===== config.mk =====
export PLATFORM = sky130hd
export DESIGN_NAME = token_bucket_burst_pacer_unit_flat
export DESIGN_NICKNAME = d
export VERILOG_FILES = /design/src/hdl/tbbp_pkg.sv /design/src/hdl/tbbp_item_if.sv /design/src/hdl/tbbp_result_if.sv /design/src/hdl/tbbp_refill_pipe.sv /design/src/hdl/token_bucket_burst_pacer_unit.sv /design/src/flat_wrapper.sv
export SDC_FILE = /design/constraint.sdc
export NUM_CORES = 2
export LEC_CHECK = 0
export BUFFER_PORTS_ARGS = -buffer_cell sky130_fd_sc_hd__buf_2
export CAP_MARGIN = 20
export CORE_AREA = 2 2 328 330
export DETAILED_ROUTE_END_ITERATION = 12
export DIE_AREA = 0 0 330 332
export GPL_ROUTABILITY_DRIVEN = 1
export PLACE_DENSITY = 0.59
export SETUP_SLACK_MARGIN = 0.4
export SLEW_MARGIN = 20
export SYNTH_ARGS = -nofsm -noshare
export SYNTH_HDL_FRONTEND = slang
export SYNTH_SLANG_ARGS = --single-unit

===== constraint.sdc =====
create_clock -name clk -period 13.55 [get_ports clk]
set_input_delay 2.0325 -clock clk [delete_from_list [all_inputs] [get_ports clk]]
set_output_delay 2.0325 -clock clk [all_outputs]
set_load 0.02 [all_outputs]

===== src/hdl/tbbp_pkg.sv =====
`timescale 1ns / 1ps
`default_nettype none
// ----------------------------------------------------------------------------
// Token bucket burst pacer package
// Shared types, widths and constants for the pacer and its refill pipeline.
// ----------------------------------------------------------------------------
package tbbp_pkg;

    // Bucket capacity and frame queue depth.
    localparam int BUCKET_BYTES   = 2800;
    localparam int QUEUE_DEPTH    = 8;

    // Register limits.
    localparam int RATE_MIN       = 64;
    localparam int TICK_LIMIT_MAX = 32;
    localparam int REFILL_DIV     = 8000;

    // Field widths.
    localparam int OP_W           = 2;
    localparam int ELAPSED_W      = 32;
    localparam int BYTES_W        = 16;
    localparam int RATE_W         = 20;
    localparam int TICK_CNT_W     = 6;
    localparam int BURST_W        = 4;
    localparam int INTERVAL_W     = 32;
    localparam int CFG_IDX_W      = 2;
    localparam int CFG_DATA_W     = 32;

    // Internal bucket width: holds 0..BUCKET_BYTES.
    localparam int BUCKET_W       = $clog2(BUCKET_BYTES + 1);

    // Refill arithmetic. The divide by 8000 is split into a shift by 6 and a
    // multiply by the reciprocal of 125. Products at or above the saturation
    // point always fill the bucket, so only smaller products are divided.
    localparam int PROD_W         = RATE_W + ELAPSED_W;
    localparam longint SAT_PRODUCT = longint'(REFILL_DIV) * longint'(BUCKET_BYTES);
    localparam int PRE_SHIFT      = 6;
    localparam int ODD_DIV        = REFILL_DIV / (1 << PRE_SHIFT);
    localparam int QUOT_IN_W      = $clog2(SAT_PRODUCT / (1 << PRE_SHIFT) + 1);
    localparam int RECIP_SHIFT    = 26;
    localparam int RECIP_MUL      = ((1 << RECIP_SHIFT) + ODD_DIV - 1) / ODD_DIV;
    localparam int RECIP_W        = $clog2(RECIP_MUL + 1);
    localparam int RECIP_PROD_W   = QUOT_IN_W + RECIP_W;

    // Operation codes.
    typedef enum logic [OP_W-1:0] {
        OP_TICK    = 2'd0,
        OP_CHECK   = 2'd1,
        OP_CONSUME = 2'd2,
        OP_EMIT    = 2'd3
    } op_t;

    // Configuration register indexes.
    typedef enum logic [CFG_IDX_W-1:0] {
        REG_RATE           = 2'd0,
        REG_TICK_LIMIT     = 2'd1,
        REG_BURST_SIZE     = 2'd2,
        REG_BURST_INTERVAL = 2'd3
    } cfg_reg_t;

    // One input transaction as it travels through the pipeline.
    typedef struct packed {
        op_t                  op;
        logic [ELAPSED_W-1:0] elapsed_us;
        logic [BYTES_W-1:0]   byte_count;
    } item_t;

    // Refill pipeline output: the transaction plus its capped refill amount.
    typedef struct packed {
        item_t                item;
        logic [BUCKET_W-1:0]  refill;
    } refill_t;

endpackage : tbbp_pkg
`default_nettype wire


===== src/hdl/tbbp_item_if.sv =====
`timescale 1ns / 1ps
`default_nettype none
// ----------------------------------------------------------------------------
// Pacer input channel
// Valid/ready channel that carries one pacer command per transaction.
// ----------------------------------------------------------------------------
interface tbbp_item_if;

    logic                           valid;
    logic                           ready;
    logic [tbbp_pkg::OP_W-1:0]      op;
    logic [tbbp_pkg::ELAPSED_W-1:0] elapsed_us;
    logic [tbbp_pkg::BYTES_W-1:0]   byte_count;

    modport source (output valid, output op, output elapsed_us, output byte_count,
                    input ready);
    modport sink   (input valid, input op, input elapsed_us, input byte_count,
                    output ready);

endinterface : tbbp_item_if
`default_nettype wire


===== src/hdl/tbbp_result_if.sv =====
`timescale 1ns / 1ps
`default_nettype none
// ----------------------------------------------------------------------------
// Pacer result channel
// Valid/ready channel that carries one pacer status per transaction.
// ----------------------------------------------------------------------------
interface tbbp_result_if;

    logic                            valid;
    logic                            ready;
    logic                            data_allowed;
    logic [tbbp_pkg::BYTES_W-1:0]    tokens_left;
    logic [tbbp_pkg::TICK_CNT_W-1:0] frames_this_tick;
    logic                            cooldown_active;

    modport source (output valid, output data_allowed, output tokens_left,
                    output frames_this_tick, output cooldown_active, input ready);
    modport sink   (input valid, input data_allowed, input tokens_left,
                    input frames_this_tick, input cooldown_active, output ready);

endinterface : tbbp_result_if
`default_nettype wire


===== src/hdl/tbbp_refill_pipe.sv =====
`timescale 1ns / 1ps
`default_nettype none
// ----------------------------------------------------------------------------
// Pacer refill pipeline
// Three-stage pipeline that computes rate * elapsed / 8000, capped at the
// bucket size, ahead of the state update. Each stage holds when the stage
// after it is full and stalled.
// ----------------------------------------------------------------------------
module tbbp_refill_pipe (
    input  wire logic                          clk,
    input  wire logic                          rst_n,
    input  wire logic                          in_valid,
    output logic                               in_ready,
    input  wire tbbp_pkg::item_t               in_item,
    input  wire logic [tbbp_pkg::RATE_W-1:0]   refill_rate,
    output logic                               out_valid,
    input  wire logic                          out_ready,
    output tbbp_pkg::refill_t                  out_data
);
    import tbbp_pkg::*;

    logic                      s1_valid_reg;
    item_t                     s1_item_reg;
    logic                      s2_valid_reg;
    item_t                     s2_item_reg;
    logic [PROD_W-1:0]         s2_prod_reg;
    logic                      s3_valid_reg;
    item_t                     s3_item_reg;
    logic                      s3_sat_reg;
    logic [RECIP_PROD_W-1:0]   s3_recip_reg;

    logic                      s1_ready;
    logic                      s2_ready;
    logic                      s3_ready;
    logic [PROD_W-1:0]         s1_prod;
    logic                      s2_sat;
    logic [QUOT_IN_W-1:0]      s2_quot_in;
    logic [RECIP_PROD_W-1:0]   s2_recip;
    logic [BUCKET_W-1:0]       s3_quot;

    // Stage ready chain: a stage takes new data when empty or draining.
    assign s3_ready = !s3_valid_reg || out_ready;
    assign s2_ready = !s2_valid_reg || s3_ready;
    assign s1_ready = !s1_valid_reg || s2_ready;
    assign in_ready = s1_ready;

    // Full-width product of rate and elapsed time.
    assign s1_prod = PROD_W'(refill_rate) * PROD_W'(s1_item_reg.elapsed_us);

    // Saturation test and reciprocal multiply for the divide by 125.
    assign s2_sat     = s2_prod_reg >= PROD_W'(SAT_PRODUCT);
    assign s2_quot_in = s2_prod_reg[PRE_SHIFT +: QUOT_IN_W];
    assign s2_recip   = RECIP_PROD_W'(s2_quot_in) * RECIP_PROD_W'(RECIP_MUL);

    // Quotient and cap.
    assign s3_quot = s3_recip_reg[RECIP_SHIFT +: BUCKET_W];

    assign out_valid       = s3_valid_reg;
    assign out_data.item   = s3_item_reg;
    assign out_data.refill = s3_sat_reg ? BUCKET_W'(BUCKET_BYTES) : s3_quot;

    // Stage valid bits.
    always_ff @(posedge clk or negedge rst_n)
    begin
        if (!rst_n)
        begin
            s1_valid_reg <= 1'b0;
            s2_valid_reg <= 1'b0;
            s3_valid_reg <= 1'b0;
        end
        else
        begin
            if (s1_ready)
            begin
                s1_valid_reg <= in_valid;
            end
            if (s2_ready)
            begin
                s2_valid_reg <= s1_valid_reg;
            end
            if (s3_ready)
            begin
                s3_valid_reg <= s2_valid_reg;
            end
        end
    end

    // Stage payloads.
    always_ff @(posedge clk)
    begin
        if (s1_ready && in_valid)
        begin
            s1_item_reg <= in_item;
        end
        if (s2_ready && s1_valid_reg)
        begin
            s2_item_reg <= s1_item_reg;
            s2_prod_reg <= s1_prod;
        end
        if (s3_ready && s2_valid_reg)
        begin
            s3_item_reg  <= s2_item_reg;
            s3_sat_reg   <= s2_sat;
            s3_recip_reg <= s2_recip;
        end
    end

`ifndef SYNTHESIS
    // Below the saturation point the quotient stays under the bucket size.
    a_quot_bound: assert property (@(posedge clk) disable iff (!rst_n)
        (s3_valid_reg && !s3_sat_reg) |-> (s3_quot < BUCKET_W'(BUCKET_BYTES)))
        else $error("refill quotient out of range");

    // A stalled last stage keeps its transaction.
    a_s3_hold: assert property (@(posedge clk) disable iff (!rst_n)
        (s3_valid_reg && !out_ready) |=> s3_valid_reg)
        else $error("refill stage dropped a stalled transaction");

    // The input side only stalls when every stage is occupied.
    a_ready_cause: assert property (@(posedge clk) disable iff (!rst_n)
        !in_ready |-> (s1_valid_reg && s2_valid_reg && s3_valid_reg))
        else $error("refill pipeline stalled with an empty stage");
`endif

endmodule : tbbp_refill_pipe
`default_nettype wire


===== src/hdl/token_bucket_burst_pacer_unit.sv =====
`timescale 1ns / 1ps
`default_nettype none
// ----------------------------------------------------------------------------
// Token bucket burst pacer
// Transmit admission pacer with a byte token bucket and a burst cooldown.
// ----------------------------------------------------------------------------
// Usage: each transaction on the item channel is one command: tick (refill
// by rate * elapsed_us / 8000 bytes and count the cooldown down),
// check, consume (drain byte_count bytes) or emit (count a data frame).
// Every command yields exactly one transaction on the result channel with
// the state after the update and whether a data frame may go now.
// A command is accepted, passes three refill pipeline stages (multiply,
// reciprocal multiply, cap), and the state update then writes the output
// register. One command is accepted every cycle unless the result
// channel stalls; the bucket state is read and written in the same
// cycle, so consecutive commands see each other's effects.
// The user writes configuration registers through the plain write port only
// while no command is in flight; the block does not enforce this. Writing
// burst_size or burst_interval_us clears the burst count and the cooldown.
// Reset fills the bucket, clears the counters and loads the default
// registers. When the receiver stalls, the output register holds its
// transaction and the pipeline keeps accepting until all stages are full.
// ----------------------------------------------------------------------------
module token_bucket_burst_pacer_unit (
    input  wire logic                              clk,
    input  wire logic                              rst_n,
    input  wire logic                              cfg_wr_en,
    input  wire logic [tbbp_pkg::CFG_IDX_W-1:0]    cfg_index,
    input  wire logic [tbbp_pkg::CFG_DATA_W-1:0]   cfg_wr_data,
    tbbp_item_if.sink                              item,
    tbbp_result_if.source                          result
);
    import tbbp_pkg::*;

    // Configuration registers.
    logic [RATE_W-1:0]       refill_rate_reg;
    logic [TICK_CNT_W-1:0]   tick_limit_reg;
    logic [BURST_W-1:0]      burst_size_reg;
    logic [INTERVAL_W-1:0]   burst_interval_reg;

    // Pacer state.
    logic [BUCKET_W-1:0]     bucket_reg;
    logic [BURST_W-1:0]      burst_count_reg;
    logic [INTERVAL_W-1:0]   cooldown_reg;
    logic [TICK_CNT_W-1:0]   tick_frame_count_reg;

    logic [BUCKET_W-1:0]     bucket_next;
    logic [BURST_W-1:0]      burst_count_next;
    logic [INTERVAL_W-1:0]   cooldown_next;
    logic [TICK_CNT_W-1:0]   tick_frame_count_next;
    logic                    allowed_next;

    // Output register.
    logic                    out_valid_reg;
    logic                    allowed_reg;
    logic [BUCKET_W-1:0]     tokens_reg;
    logic [TICK_CNT_W-1:0]   frames_reg;
    logic                    cooldown_active_reg;

    item_t                   in_item;
    refill_t                 upd;
    logic                    upd_valid;
    logic                    upd_ready;
    logic                    upd_fire;
    cfg_reg_t                cfg_sel;

    logic [BUCKET_W:0]       refill_sum;
    logic [BURST_W-1:0]      burst_inc;
    logic [RATE_W-1:0]       wr_rate;
    logic [TICK_CNT_W-1:0]   wr_limit;
    logic [BURST_W-1:0]      wr_burst;

    assign in_item.op         = op_t'(item.op);
    assign in_item.elapsed_us = item.elapsed_us;
    assign in_item.byte_count = item.byte_count;

    // Refill pipeline ahead of the state update.
    tbbp_refill_pipe u_refill (
        .clk         (clk),
        .rst_n       (rst_n),
        .in_valid    (item.valid),
        .in_ready    (item.ready),
        .in_item     (in_item),
        .refill_rate (refill_rate_reg),
        .out_valid   (upd_valid),
        .out_ready   (upd_ready),
        .out_data    (upd)
    );

    // The update stage fires when the output register is free or draining.
    assign upd_ready = !out_valid_reg || result.ready;
    assign upd_fire  = upd_valid && upd_ready;

    // Next state for the command at the update stage.
    always_comb
    begin
        bucket_next           = bucket_reg;
        burst_count_next      = burst_count_reg;
        cooldown_next         = cooldown_reg;
        tick_frame_count_next = tick_frame_count_reg;
        refill_sum            = (BUCKET_W+1)'(bucket_reg) + (BUCKET_W+1)'(upd.refill);
        burst_inc             = burst_count_reg + BURST_W'(1);
        unique case (upd.item.op)
            OP_TICK:
            begin
                if (refill_sum > (BUCKET_W+1)'(BUCKET_BYTES))
                begin
                    bucket_next = BUCKET_W'(BUCKET_BYTES);
                end
                else
                begin
                    bucket_next = refill_sum[BUCKET_W-1:0];
                end
                if (upd.item.elapsed_us >= cooldown_reg)
                begin
                    cooldown_next = '0;
                end
                else
                begin
                    cooldown_next = cooldown_reg - upd.item.elapsed_us;
                end
                tick_frame_count_next = '0;
            end
            OP_CHECK:
            begin
                bucket_next = bucket_reg;
            end
            OP_CONSUME:
            begin
                if (upd.item.byte_count >= BYTES_W'(bucket_reg))
                begin
                    bucket_next = '0;
                end
                else
                begin
                    bucket_next = bucket_reg - upd.item.byte_count[BUCKET_W-1:0];
                end
            end
            OP_EMIT:
            begin
                if (tick_frame_count_reg != '1)
                begin
                    tick_frame_count_next = tick_frame_count_reg + TICK_CNT_W'(1);
                end
                if (burst_inc >= burst_size_reg)
                begin
                    burst_count_next = '0;
                    cooldown_next    = burst_interval_reg;
                end
                else
                begin
                    burst_count_next = burst_inc;
                end
            end
            default:
            begin
                bucket_next = bucket_reg;
            end
        endcase
        allowed_next = (cooldown_next == '0) && (burst_count_next < burst_size_reg) &&
                       (bucket_next != '0) && (tick_frame_count_next < tick_limit_reg);
    end

    // Clamped configuration write values.
    always_comb
    begin
        wr_rate  = cfg_wr_data[RATE_W-1:0];
        wr_limit = cfg_wr_data[TICK_CNT_W-1:0];
        wr_burst = cfg_wr_data[BURST_W-1:0];
        if (wr_rate < RATE_W'(RATE_MIN))
        begin
            wr_rate = RATE_W'(RATE_MIN);
        end
        if (wr_limit == '0)
        begin
            wr_limit = TICK_CNT_W'(1);
        end
        else if (wr_limit > TICK_CNT_W'(TICK_LIMIT_MAX))
        begin
            wr_limit = TICK_CNT_W'(TICK_LIMIT_MAX);
        end
        if (wr_burst == '0)
        begin
            wr_burst = BURST_W'(1);
        end
        else if (wr_burst > BURST_W'(QUEUE_DEPTH))
        begin
            wr_burst = BURST_W'(QUEUE_DEPTH);
        end
    end

    assign cfg_sel = cfg_reg_t'(cfg_index);

    // Configuration register file.
    always_ff @(posedge clk or negedge rst_n)
    begin
        if (!rst_n)
        begin
            refill_rate_reg    <= RATE_W'(RATE_MIN);
            tick_limit_reg     <= TICK_CNT_W'(1);
            burst_size_reg     <= BURST_W'(1);
            burst_interval_reg <= '0;
        end
        else if (cfg_wr_en)
        begin
            unique case (cfg_sel)
                REG_RATE:           refill_rate_reg    <= wr_rate;
                REG_TICK_LIMIT:     tick_limit_reg     <= wr_limit;
                REG_BURST_SIZE:     burst_size_reg     <= wr_burst;
                REG_BURST_INTERVAL: burst_interval_reg <= cfg_wr_data[INTERVAL_W-1:0];
                default:            refill_rate_reg    <= refill_rate_reg;
            endcase
        end
    end

    // Pacer state; burst register writes restart the burst.
    always_ff @(posedge clk or negedge rst_n)
    begin
        if (!rst_n)
        begin
            bucket_reg           <= BUCKET_W'(BUCKET_BYTES);
            burst_count_reg      <= '0;
            cooldown_reg         <= '0;
            tick_frame_count_reg <= '0;
        end
        else if (upd_fire)
        begin
            bucket_reg           <= bucket_next;
            burst_count_reg      <= burst_count_next;
            cooldown_reg         <= cooldown_next;
            tick_frame_count_reg <= tick_frame_count_next;
        end
        else if (cfg_wr_en && (cfg_sel == REG_BURST_SIZE || cfg_sel == REG_BURST_INTERVAL))
        begin
            burst_count_reg <= '0;
            cooldown_reg    <= '0;
        end
    end

    // Output register valid.
    always_ff @(posedge clk or negedge rst_n)
    begin
        if (!rst_n)
        begin
            out_valid_reg <= 1'b0;
        end
        else if (upd_ready)
        begin
            out_valid_reg <= upd_valid;
        end
    end

    // Output register payload.
    always_ff @(posedge clk)
    begin
        if (upd_fire)
        begin
            allowed_reg         <= allowed_next;
            tokens_reg          <= bucket_next;
            frames_reg          <= tick_frame_count_next;
            cooldown_active_reg <= (cooldown_next != '0);
        end
    end

    assign result.valid            = out_valid_reg;
    assign result.data_allowed     = allowed_reg;
    assign result.tokens_left      = BYTES_W'(tokens_reg);
    assign result.frames_this_tick = frames_reg;
    assign result.cooldown_active  = cooldown_active_reg;

`ifndef SYNTHESIS
    // The bucket never holds more than its capacity.
    a_bucket_cap: assert property (@(posedge clk) disable iff (!rst_n)
        bucket_reg <= BUCKET_W'(BUCKET_BYTES))
        else $error("bucket above capacity");

    // A full burst always wraps the burst count.
    a_burst_wrap: assert property (@(posedge clk) disable iff (!rst_n)
        burst_count_reg < burst_size_reg)
        else $error("burst count reached burst size");

    // A tick clears the per-tick frame count.
    a_tick_clear: assert property (@(posedge clk) disable iff (!rst_n)
        (upd_fire && upd.item.op == OP_TICK) |=> (tick_frame_count_reg == '0))
        else $error("tick did not clear frame count");

    // The per-tick limit stays inside its clamped range.
    a_limit_range: assert property (@(posedge clk) disable iff (!rst_n)
        (tick_limit_reg != '0) && (tick_limit_reg <= TICK_CNT_W'(TICK_LIMIT_MAX)))
        else $error("frame limit out of range");
`endif

endmodule : token_bucket_burst_pacer_unit
`default_nettype wire

===== src/flat_wrapper.sv =====
// flat-port wrapper written by rule: the top's interface ports become plain ports
module token_bucket_burst_pacer_unit_flat import tbbp_pkg::*;
  (clk, rst_n, cfg_wr_en, cfg_index, cfg_wr_data, item_valid, item_op, item_elapsed_us, item_byte_count, item_ready, result_valid, result_data_allowed, result_tokens_left, result_frames_this_tick, result_cooldown_active, result_ready);
  tbbp_item_if item_i ();
  tbbp_result_if result_i ();
  input  wire logic clk;
  input  wire logic rst_n;
  input  wire logic cfg_wr_en;
  input  wire logic [tbbp_pkg::CFG_IDX_W-1:0] cfg_index;
  input  wire logic [tbbp_pkg::CFG_DATA_W-1:0] cfg_wr_data;
  input wire logic [$bits(item_i.valid)-1:0] item_valid;
  input wire logic [$bits(item_i.op)-1:0] item_op;
  input wire logic [$bits(item_i.elapsed_us)-1:0] item_elapsed_us;
  input wire logic [$bits(item_i.byte_count)-1:0] item_byte_count;
  output wire logic [$bits(item_i.ready)-1:0] item_ready;
  output wire logic [$bits(result_i.valid)-1:0] result_valid;
  output wire logic [$bits(result_i.data_allowed)-1:0] result_data_allowed;
  output wire logic [$bits(result_i.tokens_left)-1:0] result_tokens_left;
  output wire logic [$bits(result_i.frames_this_tick)-1:0] result_frames_this_tick;
  output wire logic [$bits(result_i.cooldown_active)-1:0] result_cooldown_active;
  input wire logic [$bits(result_i.ready)-1:0] result_ready;
  assign item_i.valid = item_valid;
  assign item_i.op = item_op;
  assign item_i.elapsed_us = item_elapsed_us;
  assign item_i.byte_count = item_byte_count;
  assign item_ready = item_i.ready;
  assign result_valid = result_i.valid;
  assign result_data_allowed = result_i.data_allowed;
  assign result_tokens_left = result_i.tokens_left;
  assign result_frames_this_tick = result_i.frames_this_tick;
  assign result_cooldown_active = result_i.cooldown_active;
  assign result_i.ready = result_ready;
  token_bucket_burst_pacer_unit u_core (.clk(clk), .rst_n(rst_n), .cfg_wr_en(cfg_wr_en), .cfg_index(cfg_index), .cfg_wr_data(cfg_wr_data), .item(item_i), .result(result_i));
endmodule

==> metrics.txt <==
detailed-route via count around 30000; number of routed nets with antenna violations 0; gr ovfl total 0; synthesized area per cell 9.84 µm²; DP HPWL 83200 µm; count leader, synth inv_1; GP Congestion between 0.9 and 1; sequential area share after synthesis roughly a quarter; kind of critical path reg -> reg; Hold WC Path Type reg -> reg; unrepaired setup endpoints after global routing no; I/O pin cnt about 120; Final Max Slew Viols 0; Reg clk slew, reported paths roughly 70 ps; worst skew pair latency 600 ps; endpoints failing setup 0; layout cell share with drive strength beyond 1 approximately 7.4%; Starting Density around two fifths; final wirelength 114000 µm; Startpoint Class flip-flop; status finished, violations left; Distinct cells, synth between 80 and 90; worst path bufs/invs 3; Crit. End Element flip-flop; port bufs between 100 and 150; Crit path arrival time ~8500 ps; CTS sink count 349; Die Ht 332 µm; Core ar. 106000 µm²; clk root buf clkbuf_16; Iter 0 DRT Violations 2217; initial antenna violation count 8; vias per std cell 5.22; clk_skew 43.6 ps; synth warn 0; dominant synthesized flop cell edfxtp_1; overall routing resource usage a little over a fifth; number of synthesized register bits around 350; Bufs on Longest Clock Path 3; failing checks design-rule violations; cts bufs inserted 39; Max-slew headroom a little under a fifth; largest net degree at the start of global routing 75; first-pass GRT wire length 180000 µm; Resize count post-CTS 0; CP max stage delay ~1100 ps; CTS tree yes; most instantiated cells after synthesis inv_1, fa_1, nand2_1; Avg WL per Cell just under 20 µm; DRC viols 16; Die ar. 110000 µm²; fmax roughly 0.12 GHz; vias in the first global route just over 30000; Hold Buf Count CTS 0; final hold vios 0; Post-Syn Area 42200 µm²; Pre-antenna DRT Iters 9; P&R area growth vs syn 8.32%; Least-Margin Pin Slew between 1000 and 1500 ps; synthesized instance count between 4000 and 5000; top cells by area, synth fa_1, edfxtp_1, ha_1; Post-synth ARST share between 30 and 40%; FP Rows 120; most frequent CP cell fa_1; Die Span X 330 µm; kind of cell adding the most delay to the critical path adder cells; Filler cells just over 10000; Post-synth EDFFs between 200 and 250; worst path cell trace nand2_1, fa_1, inv_1, fa_1, inv_1, fa_1, inv_1, fa_1, fa_1, fa_1, fa_1, ha_1, o21ai_0, nor2_1, or4_1, a221o_1, a32oi_1, a21oi_1, nor4_1, nor2_1, a311oi_1, a21oi_1, xnor2_1; total setup buffers inserted after CTS 0; CP max stage cell dfstp_2; Final min period slightly above 8000 ps; Fin Setup TNS 0 ps; CP Data Required Time 13860 ps; largest area contributor in the netlist fa_1; htree depth 2; CP Max Fanout 33; Tcrit/Tclk final about three fifths; share of the synthesized area in the top cell type 29.4%; Nets ~5400; maxcap violations 0
[through the flow]
stage          area [µm²]  hold WS [ps]  util [%]  setup WS, ps  cells
2_1_floorplan       42200           400         -          6160   4288
3_3_place_gp        44300           401      41.6          5500   5680
3_5_place_dp        44300           405      41.6          5470   5680
4_1_cts             45600           408      42.9          5410   5752
5_1_grt             45600           419      42.9          4990   5753
6_report            45700           409      43.0          5360   5757
[path summary, 6_finish.rpt]
kind,to,start,slack [ps],depth (start not counted)
min in group asynchronous,u_core.tick_frame_count_reg[3]$_DFFE_PN0P_,rst_n,1500,1
min reg2reg,u_core.u_refill.out_data[39]$_DFFE_PP_,u_core.u_refill.s2_item_reg[27]$_DFFE_PP_,410,0
max,u_core.u_refill.s2_prod_reg[51]$_DFFE_PP_,u_core.refill_rate_reg[6]$_DFFE_PN1P_,5360,23
min,u_core.u_refill.out_data[39]$_DFFE_PP_,u_core.u_refill.s2_item_reg[27]$_DFFE_PP_,410,0
max reg2reg,u_core.u_refill.s2_prod_reg[51]$_DFFE_PP_,u_core.refill_rate_reg[6]$_DFFE_PN1P_,5360,23
max in group asynchronous,u_core.refill_rate_reg[13]$_DFFE_PN0P_,rst_n,10860,2
[layout make-up]
class                           count  area, µm²  area share, %
Multi-Input combinational cell   2919      28500           62.3
Sequential cell                   349       9890           21.7
Inverter                          836       3140           6.87
Tap cell                         1403       1760           3.84
Timing Repair Buffer              174       1040           2.29
Clock buffer                       45       1010           2.21
Clock inverter                     27        355          0.778
Antenna cell                        4       10.0         0.0219
[cells in the final DEF (no fill, tap or decap), drive strengths merged, types with 111 or more instances in the layout]
| cell type | count |
|---|---|
| buf | 174 |
| and2 | 308 |
| o21ai | 128 |
| edfxtp | 229 |
| a21oi | 150 |
| nand2 | 533 |
| ha | 416 |
| dfrtp | 111 |
| fa | 620 |
| inv | 842 |
[logic make-up (layout without fill, tap and decap cells)]
kind of cell / Yosys count / count (layout) / share of synthesized area, %
adder cells (fa/ha/maj): 1036 / 1036 / 41.8
AND/OR/NAND/NOR: 1155 / 1155 / 13.3
buffers and inverters: 1020 / 1082 / 9.13
AO/OA/AOI/OAI: 576 / 576 / 9.03
other: 1 / 8 / 0.00890
multiplexers: 39 / 39 / 1.03
flip-flops: 349 / 349 / 23.5
XOR/XNOR: 109 / 109 / 2.26
[per-layer routing]
layer  track usage, %  routed length [µm]  up-vias
li1                 -                   -    13735
met1             29.5               50100    15230
met2             34.0               52700      947
met3             4.70                9000      160
met4             4.66                2500        6
met5                0                  41        -
Power is left out: the tool's default activity adds up to more than one toggle a clock period on the data nets, which glitch-free logic cannot reach.
